### config.mk
export PLATFORM = sky130hd
export DESIGN_NAME = fifo_queue_with_search_top
export DESIGN_NICKNAME = d
export VERILOG_FILES = /design/src/sv/fqs_pkg.sv /design/src/sv/fqs_cell.sv /design/src/sv/fqs_result.sv /design/src/sv/fifo_queue_with_search_top.sv
export SDC_FILE = /design/constraint.sdc
export NUM_CORES = 1
export LEC_CHECK = 0
export ABC_AREA = 1
export BUFFER_PORTS_ARGS = -buffer_cell sky130_fd_sc_hd__buf_4
export CORE_MARGIN = 2
export CORE_UTILIZATION = 55
export DETAILED_ROUTE_END_ITERATION = 8
export GPL_TIMING_DRIVEN = 0
export MAX_ROUTING_LAYER = met4
export PLACE_DENSITY = 0.72
export SYNTH_ARGS = -nofsm -noshare
export SYNTH_HDL_FRONTEND = slang
export SYNTH_SLANG_ARGS = --single-unit
### constraint.sdc
create_clock -name clk -period 9.7 [get_ports clk]
set_input_delay 0.485 -clock clk [delete_from_list [all_inputs] [get_ports clk]]
set_output_delay 0.485 -clock clk [all_outputs]
set_load 0.05 [all_outputs]
### src/sv/fqs_pkg.sv
package fqs_pkg;

  localparam int WORD_W = 32;
  localparam int POS_W = 3;
  localparam int QUEUE_DEPTH_DEF = 8;

  typedef enum logic [1:0] {
    MODE_PUSH   = 2'd0,
    MODE_POP    = 2'd1,
    MODE_SEARCH = 2'd2,
    MODE_NONE   = 2'd3
  } mode_t;

  typedef enum logic [1:0] {
    ST_OK        = 2'd0,
    ST_OVERFLOW  = 2'd1,
    ST_EMPTY     = 2'd2,
    ST_NOT_FOUND = 2'd3
  } status_t;

  typedef struct packed {
    logic [1:0]               mode;
    logic signed [WORD_W-1:0] value;
  } item_t;

  typedef struct packed {
    logic [1:0]               status;
    logic signed [WORD_W-1:0] popped_value;
    logic [POS_W-1:0]         found_position;
  } result_t;

  // per-cell control for one transfer
  typedef struct packed {
    logic capture;
    logic load;
    logic shift;
    logic search;
    logic live;
  } cell_ctrl_t;

endpackage

### src/sv/fqs_cell.sv
module fqs_cell (
  input  logic                               clk,
  input  fqs_pkg::cell_ctrl_t                ctrl,
  input  logic signed [fqs_pkg::WORD_W-1:0]  push_word,
  input  logic signed [fqs_pkg::WORD_W-1:0]  key,
  input  logic signed [fqs_pkg::WORD_W-1:0]  neighbor_word,
  output logic signed [fqs_pkg::WORD_W-1:0]  word,
  output logic                               hit
);

  always_ff @(posedge clk) begin
    if (ctrl.load) begin
      word <= push_word;
    end else if (ctrl.shift) begin
      word <= neighbor_word;
    end
    // compare against the word held before this transfer
    if (ctrl.capture) begin
      hit <= ctrl.search && ctrl.live && (word == key);
    end
  end

endmodule

### src/sv/fqs_result.sv
module fqs_result #(
  parameter int QUEUE_DEPTH = fqs_pkg::QUEUE_DEPTH_DEF
) (
  input  logic                                    clk,
  input  logic                                    rst,
  input  logic                                    stage_valid,
  input  logic [1:0]                              stage_mode,
  input  logic [1:0]                              stage_status,
  input  logic signed [fqs_pkg::WORD_W-1:0]       stage_popped,
  input  logic [$clog2(QUEUE_DEPTH+1)-1:0]        stage_occ,
  input  logic [QUEUE_DEPTH-1:0]                  hits,
  output logic                                    take,
  output logic                                    result_valid,
  input  logic                                    result_ready,
  output fqs_pkg::result_t                        result
);

  localparam int OCC_W = $clog2(QUEUE_DEPTH + 1);
  localparam int IDX_W = (QUEUE_DEPTH > 1) ? $clog2(QUEUE_DEPTH) : 1;
  localparam int CALC_W = (OCC_W > fqs_pkg::POS_W) ? OCC_W : fqs_pkg::POS_W;

  logic [IDX_W-1:0]  top_idx;
  logic              any_hit;
  logic [CALC_W-1:0] pos_calc;
  fqs_pkg::result_t  result_next;

  // newest match is the highest live cell index with a hit
  always_comb begin
    top_idx = '0;
    any_hit = 1'b0;
    for (int k = 0; k < QUEUE_DEPTH; k++) begin
      if (hits[k]) begin
        top_idx = IDX_W'(k);
        any_hit = 1'b1;
      end
    end
  end

  assign pos_calc = CALC_W'(stage_occ) - CALC_W'(1) - CALC_W'(top_idx);

  always_comb begin
    result_next.status = stage_status;
    result_next.popped_value = stage_popped;
    result_next.found_position = '0;
    if (stage_mode == fqs_pkg::MODE_SEARCH && stage_status == fqs_pkg::ST_OK) begin
      if (any_hit) begin
        result_next.found_position = pos_calc[fqs_pkg::POS_W-1:0];
      end else begin
        result_next.status = fqs_pkg::ST_NOT_FOUND;
      end
    end
  end

  assign take = stage_valid && (!result_valid || result_ready);

  always_ff @(posedge clk) begin
    if (rst) begin
      result_valid <= 1'b0;
    end else if (take) begin
      result_valid <= 1'b1;
    end else if (result_ready) begin
      result_valid <= 1'b0;
    end
    if (take) begin
      result <= result_next;
    end
  end

endmodule

### src/sv/fifo_queue_with_search_top.sv
// an item transfer loads the stage registers and the cell hits; result_valid rises
//   when the result stage takes them into the output register
// one item per cycle unless result_ready stalls the output; each cell compares
//   its word at transfer; the result stage then registers the newest match
// reset: clears the fill count and the pipeline valid flags; stored words are not
//   cleared, a word is only read once it has been pushed
module fifo_queue_with_search_top #(
  parameter int QUEUE_DEPTH = fqs_pkg::QUEUE_DEPTH_DEF
) (
  input  logic             clk,
  input  logic             rst,
  input  logic             item_valid,
  output logic             item_ready,
  input  fqs_pkg::item_t   item,
  output logic             result_valid,
  input  logic             result_ready,
  output fqs_pkg::result_t result
);

  localparam int OCC_W = $clog2(QUEUE_DEPTH + 1);

  // fill count, cell k holds a live word when k < occ
  logic [OCC_W-1:0] occ;
  logic [OCC_W-1:0] occ_next;

  // chain of cells, index 0 is the oldest word
  logic signed [fqs_pkg::WORD_W-1:0] words [QUEUE_DEPTH];
  logic [QUEUE_DEPTH-1:0]            hits;
  fqs_pkg::cell_ctrl_t               ctrl [QUEUE_DEPTH];

  // first stage: per-transfer info waiting for the result stage
  logic                              stage_valid;
  logic [1:0]                        stage_mode;
  logic [1:0]                        stage_status;
  logic signed [fqs_pkg::WORD_W-1:0] stage_popped;
  logic [OCC_W-1:0]                  stage_occ;
  logic                              take;

  logic       xfer;
  logic       is_full;
  logic       is_empty;
  logic       push_ok;
  logic       pop_ok;
  logic [1:0] status_next;

  assign xfer       = item_valid && item_ready;
  assign item_ready = !stage_valid || take;
  assign is_full    = (occ == OCC_W'(QUEUE_DEPTH));
  assign is_empty   = (occ == '0);
  assign push_ok    = xfer && item.mode == fqs_pkg::MODE_PUSH && !is_full;
  assign pop_ok     = xfer && item.mode == fqs_pkg::MODE_POP && !is_empty;

  // early status; a search with no hit becomes not found in the result stage
  always_comb begin
    case (item.mode)
      fqs_pkg::MODE_PUSH:   status_next = is_full ? fqs_pkg::ST_OVERFLOW : fqs_pkg::ST_OK;
      fqs_pkg::MODE_POP:    status_next = is_empty ? fqs_pkg::ST_EMPTY : fqs_pkg::ST_OK;
      fqs_pkg::MODE_SEARCH: status_next = is_empty ? fqs_pkg::ST_EMPTY : fqs_pkg::ST_OK;
      default:              status_next = fqs_pkg::ST_OK;
    endcase
  end

  always_comb begin
    occ_next = occ;
    if (push_ok) begin
      occ_next = occ + OCC_W'(1);
    end else if (pop_ok) begin
      occ_next = occ - OCC_W'(1);
    end
  end

  for (genvar k = 0; k < QUEUE_DEPTH; k++) begin : g_cell
    logic signed [fqs_pkg::WORD_W-1:0] neighbor;

    // last cell keeps its own word on a shift; it drops out of the live range
    if (k == QUEUE_DEPTH - 1) begin : g_last
      assign neighbor = words[k];
    end else begin : g_mid
      assign neighbor = words[k+1];
    end

    always_comb begin
      ctrl[k].capture = xfer;
      ctrl[k].load    = push_ok && (occ == OCC_W'(k));
      ctrl[k].shift   = pop_ok;
      ctrl[k].search  = (item.mode == fqs_pkg::MODE_SEARCH);
      ctrl[k].live    = (OCC_W'(k) < occ);
    end

    fqs_cell u_cell (
      .clk           (clk),
      .ctrl          (ctrl[k]),
      .push_word     (item.value),
      .key           (item.value),
      .neighbor_word (neighbor),
      .word          (words[k]),
      .hit           (hits[k])
    );
  end

  always_ff @(posedge clk) begin
    if (rst) begin
      occ         <= '0;
      stage_valid <= 1'b0;
    end else begin
      occ <= occ_next;
      if (xfer) begin
        stage_valid <= 1'b1;
      end else if (take) begin
        stage_valid <= 1'b0;
      end
    end
    if (xfer) begin
      stage_mode   <= item.mode;
      stage_status <= status_next;
      stage_popped <= pop_ok ? words[0] : '0;
      stage_occ    <= occ;
    end
  end

  fqs_result #(
    .QUEUE_DEPTH (QUEUE_DEPTH)
  ) u_result (
    .clk          (clk),
    .rst          (rst),
    .stage_valid  (stage_valid),
    .stage_mode   (stage_mode),
    .stage_status (stage_status),
    .stage_popped (stage_popped),
    .stage_occ    (stage_occ),
    .hits         (hits),
    .take         (take),
    .result_valid (result_valid),
    .result_ready (result_ready),
    .result       (result)
  );

`ifndef SYNTHESIS
  a_occ_bound: assert property (@(posedge clk) disable iff (rst)
    occ <= OCC_W'(QUEUE_DEPTH))
    else $error("fill count above queue depth");

  a_push_grows: assert property (@(posedge clk) disable iff (rst)
    push_ok |=> occ == $past(occ) + OCC_W'(1))
    else $error("push did not grow fill count");

  a_pop_shrinks: assert property (@(posedge clk) disable iff (rst)
    pop_ok |=> occ == $past(occ) - OCC_W'(1))
    else $error("pop did not shrink fill count");

  a_miss_no_pos: assert property (@(posedge clk) disable iff (rst)
    result_valid && result.status != fqs_pkg::ST_OK |-> result.found_position == '0)
    else $error("position reported without a match");

  a_stage_moves: assert property (@(posedge clk) disable iff (rst)
    take |=> result_valid)
    else $error("stage handoff lost a result");
`endif

endmodule
==> flow_metrics.py <==
metrics = {
    "critical_path": {
        "required_ps": 9830,
        "rr_worst_depth": 9,
        "path_class": "reg2reg",
        "rr_endpoint": "g_cell[6].u_cell.word[2]$_DFFE_PP_",
        "critPathCaptureType": "register",
        "reg2reg_slack_ps": 6190,
        "start_kind": "register",
        "r2r-start": "occ[0]$_SDFFE_PP0P_",
        "worstPathArrival_ps": 3640,
        "crit_fanout": 32,
    },
    "power_and_ir_drop": {
        "power.density_mw_per_mm2": 174,
        "vdd_ir_drop_max_v": 0.000158,
        "power.leakage_nw": 8.96,
    },
    "synth": {
        "ys.flop_type": "edfxtp_1",
        "synth.most_common_cell": "nand2_1",
        "ys_seq_area_share_pct": 57.9,
        "syn_nets": 2113,
        "synth_area_mm2": 0.0179,
        "synth_area_leaders": "edfxtp_1 57%, nand2_1 16%, o21ai_0 4.7%, inv_1 4.4%, nor2_1 4.0%",
        "synth_top_area_share_pct": 57.2,
        "synth_seq_cells": 346,
        "yosys.area.top_type": "edfxtp_1",
        "yosysUniqueCellTypes": 29,
        "synth.top_cells.by_count": "782 x nand2_1, 340 x edfxtp_1, 211 x inv_1, 191 x nor2_1, 169 x o21ai_0",
        "synth-edff-count": 340,
        "synthCells": 2065,
        "yosysWarnings": 0,
        "synth-async-reset-ratio_pct": 0,
        "syn_area_per_cell_um2": 8.65,
    },
    "clock_tree": {
        "htreeDepth": 2,
        "clk_pin_slew_ps": 60,
        "clk_path_buf_depth": 3,
        "cts_hold_buf": 0,
        "numCtsBuffers": 38,
        "cts_resized": 0,
        "cts.sinks": 346,
        "clkLatencyLatePin_ps": 530,
        "root_buffer": "clkbuf_16",
        "tritoncts": "built",
        "postCtsSetupRepairBufs": 0,
    },
    "floorplanning": {
        "fp.dieW_um": 184,
        "die_y_um": 184,
        "ios": 77,
        "start_util_pct": 56.1,
        "rows": 65,
        "core_area_mm2": 0.0318,
        "dieArea_mm2": 0.0339,
    },
    "cells_and_area": {
        "antenna_cells": 0,
        "layoutNonFillerInstCount": 2643,
        "final_cell_area_mm2": 0.0203,
        "synthToLayoutAreaGrowth_pct": 13.5,
        "layout-drive-gt1-share_pct": 9.51,
        "nFillCells": 2750,
        "nNetsFinal": 2230,
    },
    "global_route": {
        "grt_max_degree": 48,
        "grt_usage_pct": 33.3,
        "grt_pass1_wl_um": 78300,
        "grt-ovfl-total": 0,
        "antenna_found_initial": 0,
        "grt_pass1_vias": 13100,
    },
    "sta": {
        "rsz0062_at_grt": "no",
        "drv_slew": 0,
        "setup_viol": 0,
        "worstMarginPinSlew_ps": 1260,
        "tns_ps": 0,
        "fin_crit_sh_pct": 36.2,
        "maxSlewHeadroom_pct": 15.6,
        "fmax_ghz": 0.285,
        "fin_skew_ps": 9.69,
        "hold_violations": 0,
        "period_minus_slack_ps": 3510,
    },
    "min_path": {
        "hold_end": "stage_valid$_SDFFE_PP0P_",
        "min_from": "rst",
        "whs_path_depth": 2,
        "hp-class": "in2reg",
    },
    "route": {
        "firstDrtPassIters": 5,
        "detail-route-antenna-nets": 0,
        "vias_per_cell": 5.30,
        "drtIter0Drc": 1355,
        "wl_per_cell_um": 20.1,
        "finalWirelength_um": 53100,
        "num_vias": 14000,
        "drt_drc_violations_left": 0,
    },
    "place": {
        "gp_congestion": 1.02,
        "dpl.hpwl_um": 43300,
        "dp.cells": 2577,
        "placed_area_mm2": 0.0190,
        "port-buffer-count": 76,
    },
    "flow_run": {
        "drv_cap": 0,
    },
    "outcome": {
        "status": "completed",
    },
}
-- through the flow --
step	power, mW	util, %	setup slack [ps]	hold slack, ps
floorplan	1.96	-	6310	400
global placement	2.09	59.6	5780	400
detailed placement	2.10	59.8	6240	405
CTS	3.54	63.7	6220	126
global route	3.64	63.7	5870	132
finish	3.53	63.7	6190	144
-- area by class of cell --
class	instances	area [um^2]	area share, %
clock buffer	45	998	4.93
clock inverter	21	251	1.24
multi-input combinational	1390	6180	30.5
tap	435	544	2.69
inverter	216	811	4.00
buffer	113	547	2.70
sequential	346	10300	51.0
timing repair buffer	77	591	2.92
-- state kept, by name, summed over array words and instances, names as in the netlist, 2 cells and up --
signal              cells
g_cell.u_cell.word    256
u_result.result        37
stage_popped           32
g_cell.u_cell.hit       8
occ                     4
stage_occ               3
stage_mode              2
stage_status            2
-- power breakdown --
group          internal, mW  leakage, nW  switching (mW)
Clock                 0.892        0.609           0.571
Combinational        0.0952         5.14           0.248
Sequential             1.70         3.20          0.0272
Total                  2.69         8.96           0.846
-- worst max-delay path, cell delays in order, from the launching register on --
cell and delay [ps]:
dfxtp_1 530, inv_1 180, ha_1 330, nand2_1 170
nand2_1 90, nor2_1 260, inv_2 130, buf_2 220
buf_2 230, nand2_1 950
-- routing by layer --
metal | GRT usage, % | up-vias | routed length, um
li1 | - | 6843 | -
met1 | 40.7 | 6437 | 21000
met2 | 55.5 | 594 | 25600
met3 | 3.26 | 132 | 3400
met4 | 17.2 | 0 | 3150
met5 | - | - | 0
-- layout by cell type (no fill, tap or decap), drive strengths merged --
cell type,netlist,routed
o31ai,1,1
o21ai,261,261
buf,65,142
fa,1,1
clkbuf,48,93
xnor2,69,69
nand3,33,33
nor2,192,192
o211ai,2,2
a21oi,9,9
xor2,10,10
dfxtp,6,6
nand4,8,8
edfxtp,340,340
o311ai,1,1
clkinvlp,0,1
nor3,2,2
ha,9,9
inv,216,217
nand2,783,783
nor3b,1,1
bufinv,0,6
or2,8,8
clkinv,0,13
-- how the worst max path moves through the flow --
stage	from	endpoint	slack, ps	cells past startpoint
final	occ[0]$_SDFFE_PP0P_	g_cell[6].u_cell.word[2]$_DFFE_PP_	6190	9
after global routing	occ[0]$_SDFFE_PP0P_	g_cell[2].u_cell.word[10]$_DFFE_PP_	5870	9
after floorplan	u_result.result_valid$_SDFFE_PP0P_	g_cell[7].u_cell.word[0]$_DFFE_PP_	6310	6
after detailed placement	occ[1]$_SDFFE_PP0P_	g_cell[2].u_cell.word[9]$_DFFE_PP_	6240	9
after CTS	occ[1]$_SDFFE_PP0P_	g_cell[2].u_cell.word[8]$_DFFE_PP_	6220	9
after global placement	occ[0]$_SDFFE_PP0P_	g_cell[7].u_cell.word[8]$_DFFE_PP_	5780	8
-- logic make-up (layout without fill, tap and decap cells) --
kind of cell / Yosys count / after routing / synth area share (%)
AND/OR/NAND/NOR: 1027 / 1027 / 22.2
XOR/XNOR: 79 / 79 / 3.88
flip-flops: 346 / 346 / 57.9
buffers and inverters: 329 / 472 / 7.60
adder cells (fa/ha/maj): 10 / 10 / 0.743
AO/OA/AOI/OAI: 274 / 274 / 7.74
Power figures use the tool's default switching activity.
